==> config.mk <==
export PLATFORM = sky130hd
export DESIGN_NAME = eptm_entry
export DESIGN_NICKNAME = d
export VERILOG_FILES = /design/src/sv/eptm_pkg.sv /design/src/sv/eptm_entry.sv
export SDC_FILE = /design/constraint.sdc
export NUM_CORES = 2
export LEC_CHECK = 0
export BUFFER_PORTS_ARGS = -buffer_cell sky130_fd_sc_hd__buf_4
export CORE_AREA = 2 2 239 241
export DETAILED_ROUTE_END_ITERATION = 8
export DIE_AREA = 0 0 241 243
export PLACE_DENSITY = 0.73
export SETUP_SLACK_MARGIN = 0.05
export SYNTH_ARGS = -nofsm -noshare
export SYNTH_HDL_FRONTEND = slang
export SYNTH_SLANG_ARGS = --single-unit
==> constraint.sdc <==
create_clock -name clock -period 6.88 [get_ports clock]
set_input_delay 0.344 -clock clock [delete_from_list [all_inputs] [get_ports clock]]
set_output_delay 0.344 -clock clock [all_outputs]
set_load 0.005 [all_outputs]
==> src/sv/eptm_pkg.sv <==
`default_nettype none
package eptm_pkg;

   // Fraction bits of the output entries (Q8.15 by default)
   localparam int FRAC_BITS = 15;
   localparam int OUT_SHIFT = 53 - FRAC_BITS;

   localparam int ANGW = 16;
   localparam int SCW  = 16;
   localparam int MVW  = 32;
   localparam int ENTW = 24;
   localparam int PRDW = 48;

   localparam int CORDIC_ITERS = 16;
   localparam int XW = 34;
   localparam int ZW = 24;

   localparam logic signed [XW-1:0] CORDIC_GAIN = 34'sd652032874;

   localparam logic signed [ZW-1:0] ATAN_TAB [CORDIC_ITERS] = '{
      24'sd737280, 24'sd435242, 24'sd229970, 24'sd116736,
      24'sd58595,  24'sd29326,  24'sd14667,  24'sd7334,
      24'sd3667,   24'sd1833,   24'sd917,    24'sd458,
      24'sd229,    24'sd115,    24'sd57,     24'sd29
   };

   localparam logic [1:0] QUAD_0 = 2'd0;
   localparam logic [1:0] QUAD_1 = 2'd1;
   localparam logic [1:0] QUAD_2 = 2'd2;
   localparam logic [1:0] QUAD_3 = 2'd3;

   // register counts through each unit
   localparam int SINCOS_LAT = CORDIC_ITERS + 2;
   localparam int MATRIX_LAT = 3;
   localparam int SIDE_DEPTH = SINCOS_LAT + MATRIX_LAT + 1;

   typedef struct packed {
      logic signed [15:0] sin;
      logic signed [15:0] cos;
   } sc_type;

   typedef logic signed [PRDW-1:0] prod_type;

   typedef struct packed {
      logic signed [MVW-1:0] move_x;
      logic signed [MVW-1:0] move_y;
      logic signed [MVW-1:0] move_z;
      logic signed [SCW-1:0] scale_x;
      logic signed [SCW-1:0] scale_y;
      logic signed [SCW-1:0] scale_z;
   } side_type;

endpackage
`default_nettype wire

==> src/sv/eptm_entry.sv <==
`default_nettype none
module eptm_entry (
   input  wire logic                              clock,
   input  wire logic                              en,
   input  wire eptm_pkg::prod_type                r45,
   input  wire logic signed [eptm_pkg::SCW-1:0]   scale,
   output logic signed [eptm_pkg::ENTW-1:0]       e
);
   localparam int SH = eptm_pkg::OUT_SHIFT;

   // split the 48 bit entry so each multiply stays narrow
   logic signed [40:0] plo_ff;
   logic signed [39:0] phi_ff;

   always_ff @(posedge clock) begin
      if (en) begin
         plo_ff <= 41'($signed({1'b0, r45[23:0]})) * 41'(scale);
         phi_ff <= 40'($signed(r45[47:24])) * 40'(scale);
      end
   end

   logic signed [63:0] p;
   logic signed [63:0] v;

   always_comb begin
      p = (64'(phi_ff) <<< 24) + 64'(plo_ff) + (64'sd1 <<< (SH - 1));
      v = p >>> SH;
      if (v > 64'sd8388607) begin
         e = 24'sh7fffff;
      end else if (v < -64'sd8388608) begin
         e = 24'sh800000;
      end else begin
         e = v[23:0];
      end
   end
endmodule
`default_nettype wire

==> impl_metrics.yaml <==
clock_network:
  cts_resized: 0
  cts_tree: "done"
  clock_path_buffers: 2
  postCtsHoldBufs: 0
  cts-root-buf: "clkbuf_16"
  cts_buffers: 9
  cts.sinks: 57
  htree_levels: 3
  postCtsSetupBuffers: 0
  clk_pin_slew_ps: 60
critical_path:
  critPathLaunchType: "input pin"
  worstSetupStartpoint: "scale[6]"
  critPathKind: "input pin to register"
  worstPathMaxFanout: 22
  cp.required_ps: 7030
  endpoint_kind: "register"
  critPathArrivalTime_ps: 6590
logic_synthesis:
  synthCells: 3314
  synthArstFlopShare_pct: 0
  synthTopCellsByArea: "fa_1, ha_1, inv_1"
  netlist_area_um2: 29900
  synth_top_area_share_pct: 45.4
  synth_nets: 4367
  synth_top_family_by_area: "adder cells"
  synth_mux_area_share_pct: 0.0669
  synth_commonest_cells: "inv_1, fa_1, nand2_1, and2_1, ha_1"
  synth_top_flop_cell: "edfxtp_1"
  synth-seq-cells: 57
  ys_seq_area_share_pct: 5.72
  synth-compound-area-share_pct: 6.17
  synth.avg_cell_area_um2: 9.03
  synth-xor-area-share_pct: 2.25
  synthAdderAreaFrac_pct: 58.3
  synth_most_common_cell: "inv_1"
  synth-edff-count: 57
  yosysWarnings: 0
  yosys.area_share.simple_pct: 15.3
  synth_top_area_cell: "fa_1"
  synth.distinct_cells: 66
layout:
  fin_area_um2: 31900
  instances_no_fill: 4105
  drive_gt1_share_pct: 5.35
  layout.nets: 4394
  syn_to_final_growth_pct: 6.60
  n_fill_cell: 5013
min_path:
  hold_path.startpoint: "r45[24]"
  hp-class: "input pin to register"
global_routing:
  grt_pass1_wl_mm: 119
  antenna_found_initial: 3
  first_global_vias: 23000
  grt_start_max_net_pins: 58
  overflow: 0
  track_usage_pct: 25.8
routing:
  ant_nets: 0
  drtIter0Drc: 1392
  drc: 0
  avgRoutedWirePerCell_um: 17.6
  wl_mm: 72.2
  via_per_inst: 5.36
  dr.pass1.iters: 5
  num_vias: 22000
sta:
  finalHoldViolations: 0
  period_needed_ps: 6440
  report.final.slew_viol_count: 0
  fin_crit_sh_pct: 93.6
  fin_tns_setup_ps: 0
  fmax_mhz: 155
  relSlewSlack_pct: 46.5
  worstMarginPinSlew_ps: 803
  grt_setup_unrepaired: "false"
  setup_viol: 0
floorplanning:
  row_count: 87
  die_w_um: 241
  die_area_um2: 58600
  coreArea_um2: 56000
  die_y_um: 243
  start_util_pct: 53.5
  pin_count: 90
placed_design:
  postPlaceCellArea_um2: 31600
  dpl.hpwl_mm: 59.1
  gp_congestion: 0.881
  placed_cells: 4086
  io_buffers: 89
outcome:
  status: "finished clean"
job:
  max-cap-violations: 0
critical path, stage by stage:
cell and delay [ps]:
buf_4 230, and2_1 210, fa_1 530, inv_1 60, fa_1 560, fa_1 430
fa_1 490, inv_1 50, fa_1 520, inv_1 50, fa_1 530, inv_1 40
ha_1 250, nor4_1 180, nand2_1 80, a311oi_1 330, buf_4 200, nor4_1 60
o2111ai_1 470, a31oi_1 180, o221ai_1 230, or4b_1 440, o311ai_0 100
kinds of logic (layout without fill, tap and decap cells):
| logic type | after synthesis | after routing |
|---|---|---|
| adder cells (fa/ha/maj) | 987 | 987 |
| buffers and inverters | 971 | 1003 |
| AND/OR/NAND/NOR | 946 | 946 |
| AO/OA/AOI/OAI | 274 | 274 |
| XOR/XNOR | 77 | 77 |
| flip-flops | 57 | 57 |
| multiplexers | 2 | 2 |
| other | 0 | 3 |
cell usage in the layout (no fill, tap or decap), types with 3 or more instances in the layout:
cell type	n
and3_1	6
buf_12	7
a21oi_1	73
nand2_1	453
o211ai_1	7
nor2_1	78
o311ai_0	5
diode_2	3
xnor2_1	55
nor2b_1	9
a2111oi_0	4
clkbuf_16	9
xor2_1	22
nor4_1	4
a311oi_1	3
buf_4	145
and4_1	3
o211a_1	3
o21a_1	8
a31o_2	4
fa_1	679
ha_1	308
edfxtp_1	57
o21bai_1	12
o31ai_1	7
a31oi_1	12
a21o_1	55
inv_1	834
nand4_1	10
nand2b_1	22
a211oi_1	7
a41oi_1	5
or3_1	7
o21ai_0	40
and2_1	310
nor3_1	17
nand3_1	19
through the flow:
stage / hold slack (ps) / setup slack [ps] / utilization [%]
after floorplan: 456 / 470 / -
after global placement: 789 / 99.2 / 56.5
after detailed placement: 794 / 116 / 56.5
after CTS: 443 / 438 / 57.0
after global routing: 461 / 96.9 / 57.0
final: 447 / 444 / 57.0
registers in the layout, indices dropped and copies added (netlist names):
register and cells:
phi_ff 40, plo_ff 17
final timing paths:
kind                  cells past startpoint         end  slack, ps
worst max-delay path                     23  phi_ff[38]        440
worst min-delay path                      2   phi_ff[0]        450
layer usage:
metal / vias to the layer above / GRT usage [%] / routed length [um] / part of all wire [%]
li1: 9923 / - / - / -
met5: - / 0 / 0 / 0
met1: 11200 / 35.8 / 30200 / 42
met3: 138 / 3.41 / 4890 / 6.8
met4: 0 / 6.52 / 1910 / 2.6
met2: 737 / 42.9 / 35200 / 49
final cells by class:
| class | instances | area [um2] | area share [%] |
|---|---|---|---|
| multi-input combinational | 2286 | 24600 | 77.0 |
| inverter | 835 | 3130 | 9.82 |
| sequential | 57 | 1710 | 5.36 |
| timing repair buffer | 152 | 1230 | 3.85 |
| tap | 756 | 946 | 2.96 |
| clock buffer | 9 | 225 | 0.706 |
| clock inverter | 7 | 93.8 | 0.294 |
| antenna | 3 | 7.51 | 0.0235 |
Power is left out: the tool's default activity adds up to more than one toggle a clock period on the data nets, which glitch-free logic cannot reach.
