==> src/sv/eptm_pkg.sv <==
`default_nettype none
package eptm_pkg;

   // Fraction bits of the output entries (Q8.15 by default)
   localparam int FRAC_BITS = 15;
   localparam int OUT_SHIFT = 53 - FRAC_BITS;

   localparam int ANGW = 16;
   localparam int SCW  = 16;
   localparam int MVW  = 32;
   localparam int ENTW = 24;
   localparam int PRDW = 48;

   localparam int CORDIC_ITERS = 16;
   localparam int XW = 34;
   localparam int ZW = 24;

   localparam logic signed [XW-1:0] CORDIC_GAIN = 34'sd652032874;

   localparam logic signed [ZW-1:0] ATAN_TAB [CORDIC_ITERS] = '{
      24'sd737280, 24'sd435242, 24'sd229970, 24'sd116736,
      24'sd58595,  24'sd29326,  24'sd14667,  24'sd7334,
      24'sd3667,   24'sd1833,   24'sd917,    24'sd458,
      24'sd229,    24'sd115,    24'sd57,     24'sd29
   };

   localparam logic [1:0] QUAD_0 = 2'd0;
   localparam logic [1:0] QUAD_1 = 2'd1;
   localparam logic [1:0] QUAD_2 = 2'd2;
   localparam logic [1:0] QUAD_3 = 2'd3;

   // register counts through each unit
   localparam int SINCOS_LAT = CORDIC_ITERS + 2;
   localparam int MATRIX_LAT = 3;
   localparam int SIDE_DEPTH = SINCOS_LAT + MATRIX_LAT + 1;

   typedef struct packed {
      logic signed [15:0] sin;
      logic signed [15:0] cos;
   } sc_type;

   typedef logic signed [PRDW-1:0] prod_type;

   typedef struct packed {
      logic signed [MVW-1:0] move_x;
      logic signed [MVW-1:0] move_y;
      logic signed [MVW-1:0] move_z;
      logic signed [SCW-1:0] scale_x;
      logic signed [SCW-1:0] scale_y;
      logic signed [SCW-1:0] scale_z;
   } side_type;

endpackage
`default_nettype wire

==> src/sv/eptm_sincos.sv <==
`default_nettype none
module eptm_sincos (
   input  wire logic                                 clock,
   input  wire logic                                 en,
   input  wire logic signed [eptm_pkg::ANGW-1:0]     angle,
   output eptm_pkg::sc_type                          res
);
   localparam int N = eptm_pkg::CORDIC_ITERS;
   localparam int XW = eptm_pkg::XW;
   localparam int ZW = eptm_pkg::ZW;

   logic signed [XW-1:0] x_ff [N+1];
   logic signed [XW-1:0] y_ff [N+1];
   logic signed [ZW-1:0] z_ff [N+1];
   logic [1:0]           q_ff [N+1];

   logic signed [17:0] a_ext;
   logic signed [17:0] w;
   logic [1:0]         q_in;
   logic signed [17:0] r;

   // wrap into one turn, then split into quadrant and remainder
   always_comb begin
      a_ext = 18'(angle);
      if (a_ext >= 18'sd23040) begin
         w = a_ext - 18'sd23040;
      end else if (a_ext >= 18'sd0) begin
         w = a_ext;
      end else if (a_ext >= -18'sd23040) begin
         w = a_ext + 18'sd23040;
      end else begin
         w = a_ext + 18'sd46080;
      end
      if (w >= 18'sd17280) begin
         q_in = eptm_pkg::QUAD_3;
         r    = w - 18'sd17280;
      end else if (w >= 18'sd11520) begin
         q_in = eptm_pkg::QUAD_2;
         r    = w - 18'sd11520;
      end else if (w >= 18'sd5760) begin
         q_in = eptm_pkg::QUAD_1;
         r    = w - 18'sd5760;
      end else begin
         q_in = eptm_pkg::QUAD_0;
         r    = w;
      end
   end

   always_ff @(posedge clock) begin
      if (en) begin
         x_ff[0] <= eptm_pkg::CORDIC_GAIN;
         y_ff[0] <= '0;
         z_ff[0] <= ZW'(r) <<< 8;
         q_ff[0] <= q_in;
      end
   end

   for (genvar i = 0; i < N; i++) begin : g_stage
      logic signed [XW-1:0] dx;
      logic signed [XW-1:0] dy;
      always_comb begin
         dx = y_ff[i] >>> i;
         dy = x_ff[i] >>> i;
      end
      always_ff @(posedge clock) begin
         if (en) begin
            if (z_ff[i] >= 0) begin
               x_ff[i+1] <= x_ff[i] - dx;
               y_ff[i+1] <= y_ff[i] + dy;
               z_ff[i+1] <= z_ff[i] - eptm_pkg::ATAN_TAB[i];
            end else begin
               x_ff[i+1] <= x_ff[i] + dx;
               y_ff[i+1] <= y_ff[i] - dy;
               z_ff[i+1] <= z_ff[i] + eptm_pkg::ATAN_TAB[i];
            end
            q_ff[i+1] <= q_ff[i];
         end
      end
   end

   logic signed [XW-1:0] xr;
   logic signed [XW-1:0] yr;
   logic signed [19:0]   c0;
   logic signed [19:0]   s0;
   logic signed [19:0]   s1;
   logic signed [19:0]   c1;
   eptm_pkg::sc_type     res_in;
   eptm_pkg::sc_type     res_ff;

   function automatic logic signed [15:0] sat16(input logic signed [19:0] v);
      logic signed [15:0] o;
      if (v > 20'sd32767) begin
         o = 16'sh7fff;
      end else if (v < -20'sd32768) begin
         o = 16'sh8000;
      end else begin
         o = v[15:0];
      end
      return o;
   endfunction

   always_comb begin
      xr = (x_ff[N] + XW'(16384)) >>> 15;
      yr = (y_ff[N] + XW'(16384)) >>> 15;
      c0 = xr[19:0];
      s0 = yr[19:0];
      case (q_ff[N])
         eptm_pkg::QUAD_0: begin s1 = s0;  c1 = c0;  end
         eptm_pkg::QUAD_1: begin s1 = c0;  c1 = -s0; end
         eptm_pkg::QUAD_2: begin s1 = -s0; c1 = -c0; end
         default:          begin s1 = -c0; c1 = s0;  end
      endcase
      res_in.sin = sat16(s1);
      res_in.cos = sat16(c1);
   end

   always_ff @(posedge clock) begin
      if (en) begin
         res_ff <= res_in;
      end
   end

   assign res = res_ff;
endmodule
`default_nettype wire

==> config.mk <==
export PLATFORM = sky130hd
export DESIGN_NAME = eptm_sincos
export DESIGN_NICKNAME = d
export VERILOG_FILES = /design/src/sv/eptm_pkg.sv /design/src/sv/eptm_sincos.sv
export SDC_FILE = /design/constraint.sdc
export NUM_CORES = 2
export LEC_CHECK = 0
export BUFFER_PORTS_ARGS = -buffer_cell sky130_fd_sc_hd__buf_2
export CAP_MARGIN = 25
export CORE_ASPECT_RATIO = 0.7
export CORE_MARGIN = 4
export CORE_UTILIZATION = 31
export CTS_CLUSTER_SIZE = 8
export DETAILED_ROUTE_END_ITERATION = 10
export GPL_TIMING_DRIVEN = 0
export PLACE_DENSITY = 0.49
export SLEW_MARGIN = 20
export SYNTH_ARGS = -nofsm -noshare
export SYNTH_HDL_FRONTEND = slang
export SYNTH_SLANG_ARGS = --single-unit
==> constraint.sdc <==
create_clock -name clock -period 5.85 [get_ports clock]
set_input_delay 0.585 -clock clock [delete_from_list [all_inputs] [get_ports clock]]
set_output_delay 0.585 -clock clock [all_outputs]
set_load 0.03 [all_outputs]
==> summary.txt <==
Skew final: 0.0526 ns
Fmax: 0.175 GHz
CORE AREA: 368000 µm²
Row cnt: 186
Final setup violation count: 0
Total grt overflow: 0
TritonCTS clock tree: done
Count leader, synth: edfxtp_1
Via count: 91000
Total GRT Usage: 18.2%
First-pass GRT wire length: 537 mm
DRT Pass-1 Iters: 6
Syn Std Cell Area: 115000 µm²
Ys Warns: 0
Vias in the first global route: 84200
Synth Instances: 11900
Max Cap Viol: 0
CTS root buf: clkbuf_16
CP endpoint kind: flop
Placed cell areas: 122000 µm²
Die area: 380000 µm²
Routed Antenna Nets: 0
Avg Cell Area, Syn: 9.64 µm²
Fin crit period: 5.70 ns
Total CTS buffers: 199
Detailed-route wire length per cell: 20.8 µm
Clock buffer depth: 4
Status: completed
Crit path from: en
Inst Count DP: 16900
Final #Nets: 13500
Synthesized net count: 13200
Yosys top cell by area: edfxtp_1
Number of synthesized flops with an enable pin: 1357
Worst hold start: en
Post-synth top flop: edfxtp_1
Synth top area share: 35.5%
Tcrit/Tclk final: 97.5%
I/O pin count: 50
Worst slew pin tran: 1.03 ns
Clk_lat worst skew: 0.87 ns
RSZ-0062 raised after global routing: true
Via density: 5.31
Hold/Removal Path Class: primary input to flop
Min-Delay Path Depth: 1
Initial DRC Count: 7957
Initial Util: 31.2%
Die W: 735 µm
R2r worst-path depth: 16
Slew Limit Fails: 0
Clock net sink count: 1357
Non-filler cells, final: 17100
Critical path class: primary input to flop
Post-route setup slack: 0.147 ns
Arrival time worst endpoint: 6.25 ns
GP Congestion: 0.897
PortBufs: 47
Detailed Route WL: 355 mm
Worst relative slew slack: 30.7%
Multi-input gate area: 71600 µm²
Async SR Flop Fraction: 0%
Yosys cell types: 112
Syn-to-layout area delta: 11.2%
Worst Path Required: 6.40 ns
Proportion of layout cells with a drive suffix above 1: 5.45%
Final instance area: 128000 µm²
Setup TNS: 0 ns
RR Startpoint: z_ff[9][23]
Seq. cell area: 40700 µm²
Commonest cells in the netlist: edfxtp_1, ha_1, xnor2_1
Register area share after synthesis: 35.5%
Worst slack, placed: -2.16 ns
Worst-path clk slew: 0.06 ns
Final hold violation count: 0
Max FO, Critical Path: 14
Largest net degree at the start of global routing: 74
Startpoint Class: primary input
Initial antenna violation count: 21
Die Ht: 517 µm
#FFs+latches synth: 1357
Area contributors post-synth: edfxtp_1, ha_1, xnor2_1
Fill cells: 37500
DRC viols: 0
CTS H-tree lvls: 4
Hpwl dp: 284 mm
cell type report:
cell class	count	area share, %
Timing Repair Buffer	85	0.769
Inverter	488	1.45
Multi-Input combinational cell	9860	56.1
Sequential cell	1357	31.9
Antenna cell	12	0.0235
Buffer	205	0.834
Clock inverter	13	0.0980
Clock buffer	215	3.98
Tap cell	4888	4.79
sequential cells by signal, indices dropped and copies added, names as in the netlist:
register and cells:
y_ff 497, q_ff 34, res 32, x_ff 470
z_ff 324
per-layer routing:
metal  vias up  global-route usage, %  wire length [µm]
li1      44900                      -                 -
met1     43400                   29.0            186000
met2      2472                   25.1            139000
met3       304                   3.40             25500
met4        10                   2.88              5400
met5         -                      0                64
per-stage QoR:
stage          hold WS [ns]  util [%]
2_1_floorplan         0.400         -
3_3_place_gp          0.401      33.0
5_1_grt              0.0855      34.7
6_report              0.145      34.7
3_5_place_dp          0.405      33.2
4_1_cts              0.0727      34.6
repair_timing:
action	4_1_cts	5_1_grt
gates cloned	0	0
setup endpoints to repair	33	47
endpoints found under the hold margin	7	0
pin swaps	0	0
gates resized for setup	27	63
hold buffers	7	0
buffers inserted	0	2
layout by cell type, fill, tap and decap left out, types with 29 or more instances in the layout:
cell       count
a211o_1       30
a211oi_1     111
a21boi_0      39
a21o_1       437
a21oi_1     1077
a31o_2        37
a31oi_1      118
and2_1        86
and3_1       125
buf_2         68
clkbuf_1     117
clkbuf_16    201
edfxtp_1    1357
fa_1          42
ha_1        1266
inv_1        473
mux2_2        53
mux2i_1       68
nand2_1      716
nand2b_1     180
nand3_1      250
nand3b_1      29
nand4_1       68
nor2_1       973
nor2b_1      130
nor3_1       372
nor4_1        67
o211ai_1      72
o21a_1       192
o21ai_0      562
o21bai_1     147
o31ai_1      139
o41ai_1       48
or2_2         78
or3_1        111
or4_1         49
xnor2_1     1175
xor2_1       548
critical path: stages:
cell and delay (ns):
buf_6 0.30, clkbuf_2 0.36, buf_16 0.20, nand2_1 0.14, inv_1 0.12, clkbuf_1 0.43
clkbuf_2 0.40, nor2_1 0.10, xnor2_1 0.21, ha_1 0.31, a21o_1 0.20, a21oi_1 0.31
o21ai_0 0.19, a21oi_1 0.52, o21ai_0 0.38, a31o_2 0.35, nand2_1 0.11, a21oi_1 0.12
a41oi_1 0.31, and2_1 0.18, xnor2_1 0.35
cells by family (layout without fill, tap and decap cells):
kind of cell	count (synthesis)	after routing	synth area share (%)
simple gates	3332	3332	14.1
compound gates	3344	3344	18.7
xor+xnor	1733	1733	13.2
other cells	0	12	0
mux	143	143	1.56
fa+ha+maj	1308	1308	14.5
flops	1357	1357	35.5
buf+inv	695	1006	2.42
worst paths after layout:
path | slack (ns) | to
worst max-delay path | 0.15 | y_ff[9][30]
worst min-delay path | 0.14 | res[18]
worst max register to register | 0.21 | x_ff[10][33]
worst min register to register | 0.41 | q_ff[16][1]
Power is left out: the tool's default activity adds up to more than one toggle a clock period on the data nets, which glitch-free logic cannot reach.
